### src/rtl/dmdt_pkg.sv
`timescale 1ns / 1ps
package dmdt_pkg;

  // field and register widths
  localparam int COUNT_WIDTH_DEF = 16;
  localparam int TARGET_W        = 16;
  localparam int GAIN_W          = 8;
  localparam int LIMIT_W         = 12;
  localparam int INT_W           = 13;
  localparam int LINE_ERR_W      = 2;
  localparam int CFG_ADDR_W      = 5;
  localparam int CFG_DATA_W      = 32;
  localparam int TRIM_W          = 32;

  // register reset values
  localparam logic [TARGET_W-1:0] RST_DEFAULT_TARGET = 16'd1300;
  localparam logic [GAIN_W-1:0]   RST_ENC_GAIN_P     = 8'd3;
  localparam logic [GAIN_W-1:0]   RST_ENC_GAIN_I     = 8'd1;
  localparam logic [LIMIT_W-1:0]  RST_ENC_INT_LIMIT  = 12'd100;
  localparam logic [GAIN_W-1:0]   RST_LINE_GAIN_P    = 8'd50;
  localparam logic [GAIN_W-1:0]   RST_LINE_GAIN_I    = 8'd2;
  localparam logic [LIMIT_W-1:0]  RST_LINE_INT_LIMIT = 12'd100;

  typedef enum logic [2:0] {
    OP_TICK  = 3'd0,
    OP_LEFT  = 3'd1,
    OP_RIGHT = 3'd2,
    OP_LINE  = 3'd3,
    OP_STOP  = 3'd4,
    OP_START = 3'd5
  } op_t;

  typedef enum logic [2:0] {
    MODE_IDLE     = 3'd0,
    MODE_ENC_FWD  = 3'd1,
    MODE_ENC_REV  = 3'd2,
    MODE_LINE_FWD = 3'd3,
    MODE_LINE_REV = 3'd4,
    MODE_TURN     = 3'd5
  } mode_t;

  // highest valid mode request (turn)
  localparam logic [2:0] REQ_TURN = 3'd4;

  typedef enum logic [2:0] {
    REG_DEFAULT_TARGET = 3'd0,
    REG_ENC_GAIN_P     = 3'd1,
    REG_ENC_GAIN_I     = 3'd2,
    REG_ENC_INT_LIMIT  = 3'd3,
    REG_LINE_GAIN_P    = 3'd4,
    REG_LINE_GAIN_I    = 3'd5,
    REG_LINE_INT_LIMIT = 3'd6
  } reg_idx_t;

  typedef struct packed {
    logic [TARGET_W-1:0] default_target;
    logic [GAIN_W-1:0]   enc_gain_p;
    logic [GAIN_W-1:0]   enc_gain_i;
    logic [LIMIT_W-1:0]  enc_int_limit;
    logic [GAIN_W-1:0]   line_gain_p;
    logic [GAIN_W-1:0]   line_gain_i;
    logic [LIMIT_W-1:0]  line_int_limit;
  } cfg_t;

  typedef struct packed {
    logic trim_valid;
    logic reverse;
    logic done_res;
  } res_flags_t;

endpackage

### src/rtl/dmdt_cfg.sv
`timescale 1ns / 1ps
module dmdt_cfg
  import dmdt_pkg::*;
(
  input  logic                  clk,
  input  logic                  rst_n,
  input  logic                  psel,
  input  logic                  penable,
  input  logic                  pwrite,
  input  logic [CFG_ADDR_W-1:0] paddr,
  input  logic [CFG_DATA_W-1:0] pwdata,
  output logic [CFG_DATA_W-1:0] prdata,
  output logic                  pready,
  output cfg_t                  cfg
);

  cfg_t     cfg_r;
  reg_idx_t idx;
  logic     wr_en;

  assign idx    = reg_idx_t'(paddr[CFG_ADDR_W-1:2]);
  assign wr_en  = psel && penable && pwrite && pready;
  assign pready = 1'b1;
  assign cfg    = cfg_r;

  always_ff @(posedge clk) begin
    if (!rst_n) begin
      cfg_r.default_target <= RST_DEFAULT_TARGET;
      cfg_r.enc_gain_p     <= RST_ENC_GAIN_P;
      cfg_r.enc_gain_i     <= RST_ENC_GAIN_I;
      cfg_r.enc_int_limit  <= RST_ENC_INT_LIMIT;
      cfg_r.line_gain_p    <= RST_LINE_GAIN_P;
      cfg_r.line_gain_i    <= RST_LINE_GAIN_I;
      cfg_r.line_int_limit <= RST_LINE_INT_LIMIT;
    end else if (wr_en) begin
      case (idx)
        REG_DEFAULT_TARGET: cfg_r.default_target <= pwdata[TARGET_W-1:0];
        REG_ENC_GAIN_P:     cfg_r.enc_gain_p     <= pwdata[GAIN_W-1:0];
        REG_ENC_GAIN_I:     cfg_r.enc_gain_i     <= pwdata[GAIN_W-1:0];
        REG_ENC_INT_LIMIT:  cfg_r.enc_int_limit  <= pwdata[LIMIT_W-1:0];
        REG_LINE_GAIN_P:    cfg_r.line_gain_p    <= pwdata[GAIN_W-1:0];
        REG_LINE_GAIN_I:    cfg_r.line_gain_i    <= pwdata[GAIN_W-1:0];
        REG_LINE_INT_LIMIT: cfg_r.line_int_limit <= pwdata[LIMIT_W-1:0];
        default: ;
      endcase
    end
  end

  always_comb begin
    case (idx)
      REG_DEFAULT_TARGET: prdata = CFG_DATA_W'(cfg_r.default_target);
      REG_ENC_GAIN_P:     prdata = CFG_DATA_W'(cfg_r.enc_gain_p);
      REG_ENC_GAIN_I:     prdata = CFG_DATA_W'(cfg_r.enc_gain_i);
      REG_ENC_INT_LIMIT:  prdata = CFG_DATA_W'(cfg_r.enc_int_limit);
      REG_LINE_GAIN_P:    prdata = CFG_DATA_W'(cfg_r.line_gain_p);
      REG_LINE_GAIN_I:    prdata = CFG_DATA_W'(cfg_r.line_gain_i);
      REG_LINE_INT_LIMIT: prdata = CFG_DATA_W'(cfg_r.line_int_limit);
      default:            prdata = '0;
    endcase
  end

endmodule

### src/rtl/dmdt_core.sv
`timescale 1ns / 1ps
module dmdt_core
  import dmdt_pkg::*;
#(
  parameter int COUNT_WIDTH = COUNT_WIDTH_DEF,
  localparam int ERR_W      = COUNT_WIDTH + 1
) (
  input  logic                     clk,
  input  logic                     rst_n,
  input  cfg_t                     cfg,
  input  logic                     in_valid,
  output logic                     in_ready,
  input  logic [2:0]               in_operation,
  input  logic [2:0]               in_mode_request,
  input  logic                     in_arm_distance_stop,
  input  logic [TARGET_W-1:0]      in_target_count,
  input  logic                     in_sensor_left,
  input  logic                     in_sensor_right,
  output logic                     pi_valid,
  input  logic                     pi_ready,
  output res_flags_t               pi_flags,
  output logic signed [ERR_W-1:0]  pi_err,
  output logic signed [INT_W-1:0]  pi_integ,
  output logic [GAIN_W-1:0]        pi_gain_p,
  output logic [GAIN_W-1:0]        pi_gain_i
);

  localparam int ENC_SUM_W  = ((ERR_W > INT_W) ? ERR_W : INT_W) + 1;
  localparam int LINE_SUM_W = INT_W + 1;
  localparam int CMP_W      = (COUNT_WIDTH > TARGET_W) ? COUNT_WIDTH : TARGET_W;

  // input register
  logic                  a_valid_r;
  logic [2:0]            a_op_r;
  logic [2:0]            a_mreq_r;
  logic                  a_arm_r;
  logic [TARGET_W-1:0]   a_tcount_r;
  logic                  a_sl_r;
  logic                  a_sr_r;
  logic                  a_go;

  // controller state
  mode_t                       mode_r, mode_nxt;
  logic                        armed_r, armed_nxt;
  logic [TARGET_W-1:0]         target_r, target_nxt;
  logic [COUNT_WIDTH-1:0]      left_r, left_nxt;
  logic [COUNT_WIDTH-1:0]      right_r, right_nxt;
  logic signed [INT_W-1:0]     enc_int_r, enc_int_nxt;
  logic signed [INT_W-1:0]     line_int_r, line_int_nxt;
  logic signed [LINE_ERR_W-1:0] last_err_r, last_err_nxt;

  // operand register toward the pi stage
  logic                    b_valid_r;
  res_flags_t              b_flags_r, b_flags_nxt;
  logic signed [ERR_W-1:0] b_err_r, b_err_nxt;
  logic signed [INT_W-1:0] b_int_r, b_int_nxt;
  logic [GAIN_W-1:0]       b_gp_r, b_gp_nxt;
  logic [GAIN_W-1:0]       b_gi_r, b_gi_nxt;

  // datapath
  logic [COUNT_WIDTH:0]          cnt_sum;
  logic                          reached;
  logic signed [ERR_W-1:0]       enc_err;
  logic signed [ENC_SUM_W-1:0]   enc_sum, enc_lim, enc_clamp;
  logic signed [LINE_ERR_W-1:0]  line_err;
  logic signed [LINE_SUM_W-1:0]  line_sum, line_lim, line_clamp;
  logic signed [INT_W-1:0]       line_new;
  logic                          clr;
  logic                          arm_set;

  assign a_go     = a_valid_r && (!b_valid_r || pi_ready);
  assign in_ready = !a_valid_r || a_go;

  assign pi_valid  = b_valid_r;
  assign pi_flags  = b_flags_r;
  assign pi_err    = b_err_r;
  assign pi_integ  = b_int_r;
  assign pi_gain_p = b_gp_r;
  assign pi_gain_i = b_gi_r;

  always_comb begin
    // average count against target
    cnt_sum = {1'b0, left_r} + {1'b0, right_r};
    reached = CMP_W'(cnt_sum[COUNT_WIDTH:1]) >= CMP_W'(target_r);

    // encoder loop integral
    enc_err = $signed({1'b0, left_r}) - $signed({1'b0, right_r});
    enc_sum = ENC_SUM_W'(enc_int_r) + ENC_SUM_W'(enc_err);
    enc_lim = $signed(ENC_SUM_W'(cfg.enc_int_limit));
    if (enc_sum > enc_lim) begin
      enc_clamp = enc_lim;
    end else if (enc_sum < -enc_lim) begin
      enc_clamp = -enc_lim;
    end else begin
      enc_clamp = enc_sum;
    end

    // line error, holding the last one when both sensors read dark
    case ({a_sl_r, a_sr_r})
      2'b01:   line_err = 2'sd1;
      2'b10:   line_err = -2'sd1;
      2'b11:   line_err = 2'sd0;
      default: line_err = last_err_r;
    endcase
    line_sum = LINE_SUM_W'(line_int_r) + LINE_SUM_W'(line_err);
    line_lim = $signed(LINE_SUM_W'(cfg.line_int_limit));
    if (line_sum > line_lim) begin
      line_clamp = line_lim;
    end else if (line_sum < -line_lim) begin
      line_clamp = -line_lim;
    end else begin
      line_clamp = line_sum;
    end
    line_new = (line_err != 2'sd0) ? line_clamp[INT_W-1:0] : line_int_r;

    mode_nxt     = mode_r;
    armed_nxt    = armed_r;
    target_nxt   = target_r;
    left_nxt     = left_r;
    right_nxt    = right_r;
    enc_int_nxt  = enc_int_r;
    line_int_nxt = line_int_r;
    last_err_nxt = last_err_r;
    b_flags_nxt  = '0;
    b_err_nxt    = enc_err;
    b_int_nxt    = enc_clamp[INT_W-1:0];
    b_gp_nxt     = cfg.enc_gain_p;
    b_gi_nxt     = cfg.enc_gain_i;
    clr          = 1'b0;
    arm_set      = 1'b0;

    case (op_t'(a_op_r))
      OP_TICK: begin
        if (mode_r != MODE_IDLE) begin
          if (mode_r == MODE_ENC_FWD || mode_r == MODE_ENC_REV) begin
            enc_int_nxt            = enc_clamp[INT_W-1:0];
            b_flags_nxt.trim_valid = 1'b1;
            b_flags_nxt.reverse    = (mode_r == MODE_ENC_REV);
          end
          if (armed_r && reached) begin
            b_flags_nxt.done_res = 1'b1;
            clr                  = 1'b1;
            mode_nxt             = MODE_IDLE;
          end
        end
      end
      OP_LEFT: begin
        if (left_r != '1) begin
          left_nxt = left_r + 1'b1;
        end
      end
      OP_RIGHT: begin
        if (right_r != '1) begin
          right_nxt = right_r + 1'b1;
        end
      end
      OP_LINE: begin
        if (mode_r == MODE_LINE_FWD || mode_r == MODE_LINE_REV) begin
          line_int_nxt           = line_new;
          last_err_nxt           = line_err;
          b_err_nxt              = ERR_W'(line_err);
          b_int_nxt              = line_new;
          b_gp_nxt               = cfg.line_gain_p;
          b_gi_nxt               = cfg.line_gain_i;
          b_flags_nxt.trim_valid = 1'b1;
          b_flags_nxt.reverse    = (mode_r == MODE_LINE_REV);
        end
      end
      OP_STOP: begin
        clr      = 1'b1;
        mode_nxt = MODE_IDLE;
      end
      OP_START: begin
        if (a_mreq_r <= REQ_TURN) begin
          clr      = 1'b1;
          mode_nxt = mode_t'(a_mreq_r + 3'd1);
          arm_set  = a_arm_r || (a_mreq_r == REQ_TURN);
        end
      end
      default: ;
    endcase

    if (clr) begin
      left_nxt     = '0;
      right_nxt    = '0;
      enc_int_nxt  = '0;
      line_int_nxt = '0;
      armed_nxt    = 1'b0;
      target_nxt   = cfg.default_target;
    end
    if (arm_set) begin
      armed_nxt  = 1'b1;
      target_nxt = (a_tcount_r != '0) ? a_tcount_r : cfg.default_target;
    end
  end

  always_ff @(posedge clk) begin
    if (!rst_n) begin
      a_valid_r <= 1'b0;
    end else if (in_ready) begin
      a_valid_r <= in_valid;
    end
  end

  always_ff @(posedge clk) begin
    if (in_valid && in_ready) begin
      a_op_r     <= in_operation;
      a_mreq_r   <= in_mode_request;
      a_arm_r    <= in_arm_distance_stop;
      a_tcount_r <= in_target_count;
      a_sl_r     <= in_sensor_left;
      a_sr_r     <= in_sensor_right;
    end
  end

  always_ff @(posedge clk) begin
    if (!rst_n) begin
      mode_r     <= MODE_IDLE;
      armed_r    <= 1'b0;
      target_r   <= RST_DEFAULT_TARGET;
      left_r     <= '0;
      right_r    <= '0;
      enc_int_r  <= '0;
      line_int_r <= '0;
      last_err_r <= '0;
    end else if (a_go) begin
      mode_r     <= mode_nxt;
      armed_r    <= armed_nxt;
      target_r   <= target_nxt;
      left_r     <= left_nxt;
      right_r    <= right_nxt;
      enc_int_r  <= enc_int_nxt;
      line_int_r <= line_int_nxt;
      last_err_r <= last_err_nxt;
    end
  end

  always_ff @(posedge clk) begin
    if (!rst_n) begin
      b_valid_r <= 1'b0;
    end else if (!b_valid_r || pi_ready) begin
      b_valid_r <= a_valid_r;
    end
  end

  always_ff @(posedge clk) begin
    if (a_go) begin
      b_flags_r <= b_flags_nxt;
      b_err_r   <= b_err_nxt;
      b_int_r   <= b_int_nxt;
      b_gp_r    <= b_gp_nxt;
      b_gi_r    <= b_gi_nxt;
    end
  end

endmodule

### src/rtl/dmdt_pi.sv
`timescale 1ns / 1ps
module dmdt_pi
  import dmdt_pkg::*;
#(
  parameter int ERR_W = COUNT_WIDTH_DEF + 1
) (
  input  logic                     clk,
  input  logic                     rst_n,
  input  logic                     pi_valid,
  output logic                     pi_ready,
  input  res_flags_t               pi_flags,
  input  logic signed [ERR_W-1:0]  pi_err,
  input  logic signed [INT_W-1:0]  pi_integ,
  input  logic [GAIN_W-1:0]        pi_gain_p,
  input  logic [GAIN_W-1:0]        pi_gain_i,
  output logic                     out_valid,
  input  logic                     out_ready,
  output logic                     out_trim_valid,
  output logic signed [TRIM_W-1:0] out_trim,
  output logic                     out_reverse,
  output logic                     out_done_res
);

  localparam int PP_W  = ERR_W + GAIN_W + 1;
  localparam int PI_W  = INT_W + GAIN_W + 1;
  localparam int SUM_W = ((PP_W > PI_W) ? PP_W : PI_W) + 1;

  logic signed [PP_W-1:0]   prod_p;
  logic signed [PI_W-1:0]   prod_i;
  logic signed [SUM_W-1:0]  pi_sum;
  logic signed [TRIM_W-1:0] sat_trim;
  logic signed [TRIM_W-1:0] trim_nxt;

  logic                     c_valid_r;
  res_flags_t               c_flags_r;
  logic signed [TRIM_W-1:0] c_trim_r;

  assign prod_p = $signed({1'b0, pi_gain_p}) * pi_err;
  assign prod_i = $signed({1'b0, pi_gain_i}) * pi_integ;
  assign pi_sum = SUM_W'(prod_p) + SUM_W'(prod_i);

  generate
    if (SUM_W > TRIM_W) begin : g_sat
      logic [SUM_W-TRIM_W:0] hi_bits;
      assign hi_bits = pi_sum[SUM_W-1:TRIM_W-1];
      always_comb begin
        if ((&hi_bits) || !(|hi_bits)) begin
          sat_trim = pi_sum[TRIM_W-1:0];
        end else if (pi_sum[SUM_W-1]) begin
          sat_trim = {1'b1, {(TRIM_W-1){1'b0}}};
        end else begin
          sat_trim = {1'b0, {(TRIM_W-1){1'b1}}};
        end
      end
    end else begin : g_ext
      assign sat_trim = TRIM_W'(pi_sum);
    end
  endgenerate

  assign trim_nxt = pi_flags.trim_valid ? sat_trim : '0;
  assign pi_ready = !c_valid_r || out_ready;

  always_ff @(posedge clk) begin
    if (!rst_n) begin
      c_valid_r <= 1'b0;
    end else if (pi_ready) begin
      c_valid_r <= pi_valid;
    end
  end

  always_ff @(posedge clk) begin
    if (pi_valid && pi_ready) begin
      c_flags_r <= pi_flags;
      c_trim_r  <= trim_nxt;
    end
  end

  assign out_valid      = c_valid_r;
  assign out_trim_valid = c_flags_r.trim_valid;
  assign out_trim       = c_trim_r;
  assign out_reverse    = c_flags_r.reverse;
  assign out_done_res   = c_flags_r.done_res;

endmodule

### src/rtl/dual_mode_drive_trim_pi.sv
`timescale 1ns / 1ps
// channel   | handshake            | payload
// ----------+----------------------+---------------------------------------------
// input     | in_valid / in_ready  | operation, mode_request, arm_distance_stop,
//           |                      | target_count, sensor_left, sensor_right
// result    | out_valid/ out_ready | trim_valid, trim, reverse, done_res
// config    | psel/penable/pwrite  | paddr (reg i at 4*i), pwdata, prdata, pready
//
// one item per cycle sustained while out_ready holds; items pass through the
// input register, operand register and result register; the limit is the single
// state update pass in the core stage, which every item goes through in order
// rst_n is synchronous: it empties the pipeline, puts the controller in idle and
// loads the register reset values; no clearing pass is needed
// a stalled result holds in the result register while the earlier stages keep
// filling, so in_ready drops only once all three stages hold items
`default_nettype none
module dual_mode_drive_trim_pi
  import dmdt_pkg::*;
#(
  parameter int COUNT_WIDTH = COUNT_WIDTH_DEF
) (
  input  wire logic                     clk,
  input  wire logic                     rst_n,
  // input item channel
  input  wire logic                     in_valid,
  output      logic                     in_ready,
  input  wire logic [2:0]               in_operation,
  input  wire logic [2:0]               in_mode_request,
  input  wire logic                     in_arm_distance_stop,
  input  wire logic [TARGET_W-1:0]      in_target_count,
  input  wire logic                     in_sensor_left,
  input  wire logic                     in_sensor_right,
  // result item channel
  output      logic                     out_valid,
  input  wire logic                     out_ready,
  output      logic                     out_trim_valid,
  output      logic signed [TRIM_W-1:0] out_trim,
  output      logic                     out_reverse,
  output      logic                     out_done_res,
  // register port
  input  wire logic                     psel,
  input  wire logic                     penable,
  input  wire logic                     pwrite,
  input  wire logic [CFG_ADDR_W-1:0]    paddr,
  input  wire logic [CFG_DATA_W-1:0]    pwdata,
  output      logic [CFG_DATA_W-1:0]    prdata,
  output      logic                     pready
);

  localparam int ERR_W = COUNT_WIDTH + 1;

  cfg_t                    cfg;
  logic                    pi_valid;
  logic                    pi_ready;
  res_flags_t              pi_flags;
  logic signed [ERR_W-1:0] pi_err;
  logic signed [INT_W-1:0] pi_integ;
  logic [GAIN_W-1:0]       pi_gain_p;
  logic [GAIN_W-1:0]       pi_gain_i;

  // gains, limits and default target; user must write only with no item in flight, unchecked
  dmdt_cfg u_cfg (
    .clk     (clk),
    .rst_n   (rst_n),
    .psel    (psel),
    .penable (penable),
    .pwrite  (pwrite),
    .paddr   (paddr),
    .pwdata  (pwdata),
    .prdata  (prdata),
    .pready  (pready),
    .cfg     (cfg)
  );

  // input register, mode/count/integral state and the per-item update;
  // hands the pi operands of the item to the next stage
  dmdt_core #(
    .COUNT_WIDTH (COUNT_WIDTH)
  ) u_core (
    .clk                  (clk),
    .rst_n                (rst_n),
    .cfg                  (cfg),
    .in_valid             (in_valid),
    .in_ready             (in_ready),
    .in_operation         (in_operation),
    .in_mode_request      (in_mode_request),
    .in_arm_distance_stop (in_arm_distance_stop),
    .in_target_count      (in_target_count),
    .in_sensor_left       (in_sensor_left),
    .in_sensor_right      (in_sensor_right),
    .pi_valid             (pi_valid),
    .pi_ready             (pi_ready),
    .pi_flags             (pi_flags),
    .pi_err               (pi_err),
    .pi_integ             (pi_integ),
    .pi_gain_p            (pi_gain_p),
    .pi_gain_i            (pi_gain_i)
  );

  // gain multiplies, sum, and sign extension or 32-bit saturation into the result register
  dmdt_pi #(
    .ERR_W (ERR_W)
  ) u_pi (
    .clk            (clk),
    .rst_n          (rst_n),
    .pi_valid       (pi_valid),
    .pi_ready       (pi_ready),
    .pi_flags       (pi_flags),
    .pi_err         (pi_err),
    .pi_integ       (pi_integ),
    .pi_gain_p      (pi_gain_p),
    .pi_gain_i      (pi_gain_i),
    .out_valid      (out_valid),
    .out_ready      (out_ready),
    .out_trim_valid (out_trim_valid),
    .out_trim       (out_trim),
    .out_reverse    (out_reverse),
    .out_done_res   (out_done_res)
  );

endmodule
`default_nettype wire

### config.mk
export PLATFORM = sky130hd
export DESIGN_NAME = dual_mode_drive_trim_pi
export DESIGN_NICKNAME = d
export VERILOG_FILES = /design/src/rtl/dmdt_pkg.sv /design/src/rtl/dmdt_cfg.sv /design/src/rtl/dmdt_core.sv /design/src/rtl/dmdt_pi.sv /design/src/rtl/dual_mode_drive_trim_pi.sv
export SDC_FILE = /design/constraint.sdc
export NUM_CORES = 1
export LEC_CHECK = 0
export ABC_AREA = 1
export BUFFER_PORTS_ARGS = -buffer_cell sky130_fd_sc_hd__buf_2
export CAP_MARGIN = 0
export CORE_MARGIN = 3
export CORE_UTILIZATION = 35
export DETAILED_ROUTE_END_ITERATION = 10
export GPL_ROUTABILITY_DRIVEN = 0
export GPL_TIMING_DRIVEN = 0
export PLACE_DENSITY = 0.62
export SLEW_MARGIN = 25
export SYNTH_ARGS = -nofsm -noshare
export SYNTH_HDL_FRONTEND = slang
export SYNTH_SLANG_ARGS = --single-unit
### constraint.sdc
create_clock -name clk -period 9.4 [get_ports clk]
set_input_delay 1.88 -clock clk [delete_from_list [all_inputs] [get_ports clk]]
set_output_delay 1.88 -clock clk [all_outputs]
set_load 0.02 [all_outputs]
==> results.md <==
* Status: completed
* I/O Pins at 139
* Synth top cells by count: 712 x nand2_1, 676 x inv_1, 258 x a21oi_1
* Detailed Route WL at 72400 microns
* Worst-skew pair later-pin latency at 0.61 ns
* Critical Path Source: u_core.pi_gain_p[5]$_DFFE_PP_
* Final hold violation count at 0
* Asr flop ratio synth at 0%
* #FFs+latches synth at 259
* TritonCTS Sinks at 259
* CTS tree: done
* Bufs on Longest Clock Path at 3
* Worst EP arrival at 7.19 ns
* CTS root buf: clkbuf_16
* Crit-path max cell delay at 0.60 ns
* Die Area at 76450 sq um
* Starting Density at 35.58%
* First-pass GRT wire length at 115500 microns
* Slowest cell on crit path: fa_1
* Max_slew headroom at 33.72%
* GRT Residual Overflow at 0
* Area leader, netlist: fa_1
* Clock network power share at 18.8%
* Initial DRC count at 1692
* Top cell type's share of synthesized area at 19.31%
* EDFF count, synth at 104
* Synth area leaders: fa_1 19%, edfxtp_1 12%, dfxtp_1 12%
* Fillers at 7386
* Resize count post-CTS at 0
* Hold Path Class: register to register
* Max Cap Viol at 0
* Sequential power share at 18.5%
* Setup TNS Final at 0 ns
* Highest routed layer: met4
* Pwr/cell area at 242.5 nW/um^2
* Final period util at 72.85%
* Critical path endpoint category: register
* Worst-margin pin slew at 0.9866 ns
* Synth-to-Final Area Change at 11.23%
* GRT Util Overall at 18.75%
* Final nets at 3982
* Clock Skews at 0.02559 ns
* Pin count of the biggest net entering global routing at 53
* RSZ-0062 raised after global routing: false
* CTS buffer count at 29
* Number of setup violations in the final report at 0
* Met1 wire length at 31470 microns
* Vias at 21780
* Count leader, synth: nand2_1
* Launching point of the worst reg2reg path: u_core.pi_gain_p[5]$_DFFE_PP_
* Number of synthesis warnings at 0
* Mean Syn Cell Area at 7.782 sq um
* Int Power at 3.653 mW
* R2r setup slk at 2.55 ns
* Met3 wire length at 4284 microns
* Worst Hold Slack at 0.4441 ns
* Maximum fanout along the worst path at 10
* Crit path top cell by count: fa_1
* Number of global-route vias before repair at 21430
* Antenna-violating nets left at 0
* Share of cells above drive strength 1 at 7.279%
* # rows at 98
* Netlist cell types at 61
* # diodes at 0
* Post-CTS Setup Bufs at 0
* Utilization after layout at 39.58%
* Die Wd at 276.5 microns
* Combinational Power Share at 62.7%
* Setup crit start kind: register
* WL per Instance at 16.41 microns
* DRC violations left at 0
* Via-per-instance ratio at 4.936
* WP data required at 9.74 ns
* F_max at 0.1460 GHz
* Synth Flop Type: dfxtp_1
* Met2 WL at 33690 microns
* Register area share after synthesis at 24.31%
* Htree depth at 1
* Pre-CTS WS at 2.596 ns
* Hold_sp: u_core.pi_flags[0]$_SDFFCE_PN0P_
* Switching share of power at 47.12%
* Peak VDD IR at 0.3201 mV
* Final WS setup at 2.552 ns
* Crit-path cells: clkbuf_1 -> clkbuf_1 -> nand2_1 -> fa_1 -> fa_1 -> fa_1 -> inv_1 -> fa_1 -> inv_1 -> fa_1 -> fa_1 -> inv_1 -> ha_1 -> nand2_1 -> nor2_1 -> o21ai_0 -> o211ai_1 -> a31oi_1 -> o21ai_0 -> nand3_1 -> nand3_1 -> nand2_1 -> o21ai_0 -> a21oi_1
* Buf/Inv on CP at 5
* CP top delay family: adder cells
* IO Port Bufs at 102
* DR pass1 iterations at 6
* Dpl hpwl at 59370 microns
* P_sw at 3.255 mW
* Mapped Cells at 3291
* Fin. max-slew vios at 0
* Vert. Die Dim at 276.5 microns
* Clock-pin slew on the worst setup and hold paths at 0.06 ns
* Min cycle time layout at 6.848 ns
* Antenna violations before repair at 1
* Leak Pwr at 14.39 nW
* # hold bufs at CTS at 0
* Netlist area before placement at 25610 sq um
* CP Class: register to register
* Core area at 71980 sq um
worst paths after layout:
kind | to | depth (start not counted)
setup / recovery | u_pi.out_trim[19]$_SDFFCE_PN0P_ | 24
hold reg to reg | u_pi.out_done_res$_DFFE_PP_ | 0
hold / removal | u_pi.out_done_res$_DFFE_PP_ | 0
setup reg to reg | u_pi.out_trim[19]$_SDFFCE_PN0P_ | 24
area by class of cell:
type | instances | area [sq um] | share of cell area (%)
Inverter | 693 | 2604 | 9.141
Multi-Input combinational cell | 2215 | 16190 | 56.84
Tap cell | 950 | 1189 | 4.173
Buffer | 139 | 659.4 | 2.315
Clock buffer | 41 | 820.8 | 2.881
Clock inverter | 12 | 257.7 | 0.9049
Timing Repair Buffer | 103 | 538.0 | 1.889
Sequential cell | 259 | 6226 | 21.86
kinds of logic (layout without fill, tap and decap cells):
kind of cell / Yosys count / count (layout) / synth area share (%)
AND/OR/NAND/NOR: 1075 / 1075 / 17.52
buffers and inverters: 832 / 988 / 12.73
AO/OA/AOI/OAI: 575 / 575 / 12.49
adder cells (fa/ha/maj): 473 / 473 / 30.35
flip-flops: 259 / 259 / 24.31
XOR/XNOR: 75 / 75 / 2.565
other: 2 / 17 / 0.02932
metrics by stage:
step	cells	area, sq um	total power [mW]
final	4412	28480	6.908
after global routing	4412	28480	7.633
after CTS	4412	28480	6.925
after detailed placement	4359	27410	5.600
after global placement	4358	27370	5.549
after floorplan	3306	25670	4.515
placed cells by master (no fill, tap or decap), types with 7 or more instances in the layout:
cell type / synthesis / routed
a211oi_1: 10 / 10
a21oi_1: 258 / 257
a21oi_2: 7 / 7
a221oi_1: 7 / 7
buf_2: 9 / 111
buf_4: 25 / 25
bufinv_16: 0 / 7
clkbuf_1: 96 / 103
clkbuf_16: 0 / 29
conb_1: 2 / 17
dfxtp_1: 155 / 155
edfxtp_1: 104 / 104
fa_1: 247 / 247
ha_1: 226 / 226
inv_1: 676 / 675
inv_2: 15 / 15
nand2_1: 712 / 712
nand2_2: 8 / 8
nand3_1: 120 / 120
nand4_1: 25 / 25
nor2_1: 135 / 135
nor3_1: 34 / 34
nor4_1: 13 / 13
o211ai_1: 15 / 15
o21a_1: 9 / 9
o21ai_0: 196 / 196
o21ai_1: 12 / 12
o21bai_1: 11 / 11
o221ai_1: 7 / 7
o22ai_1: 8 / 8
xnor2_1: 14 / 14
xor2_1: 61 / 61
layer usage:
layer,vias up,track usage [%]
met3,137,2.677
li1,10650,-
met5,-,0
met1,10350,24.54
met4,0,7.123
met2,643,31.38
power groups by stage:
stage	sequential (mW)	clock, mW	combinational, mW
floorplan	1.32	0	3.19
global placement	1.31	0	4.24
detailed placement	1.31	0	4.29
CTS	1.28	1.32	4.33
global route	1.29	1.36	4.99
finish	1.28	1.30	4.33
state kept, by name, summed over array words and instances (netlist names), 2 cells and up:
name / count
u_cfg.cfg: 72
u_pi.out_trim: 27
u_core.pi_err: 17
u_core.a_tcount_r: 16
u_core.left_r: 16
u_core.right_r: 16
u_core.target_r: 16
u_core.enc_int_r: 13
u_core.line_int_r: 13
u_core.pi_integ: 13
u_core.pi_gain_i: 8
u_core.pi_gain_p: 8
u_core.a_mreq_r: 3
u_core.a_op_r: 3
u_core.mode_r: 3
u_core.pi_flags: 3
u_core.last_err_r: 2
No activity file was read; power rests on OpenSTA's default activity.
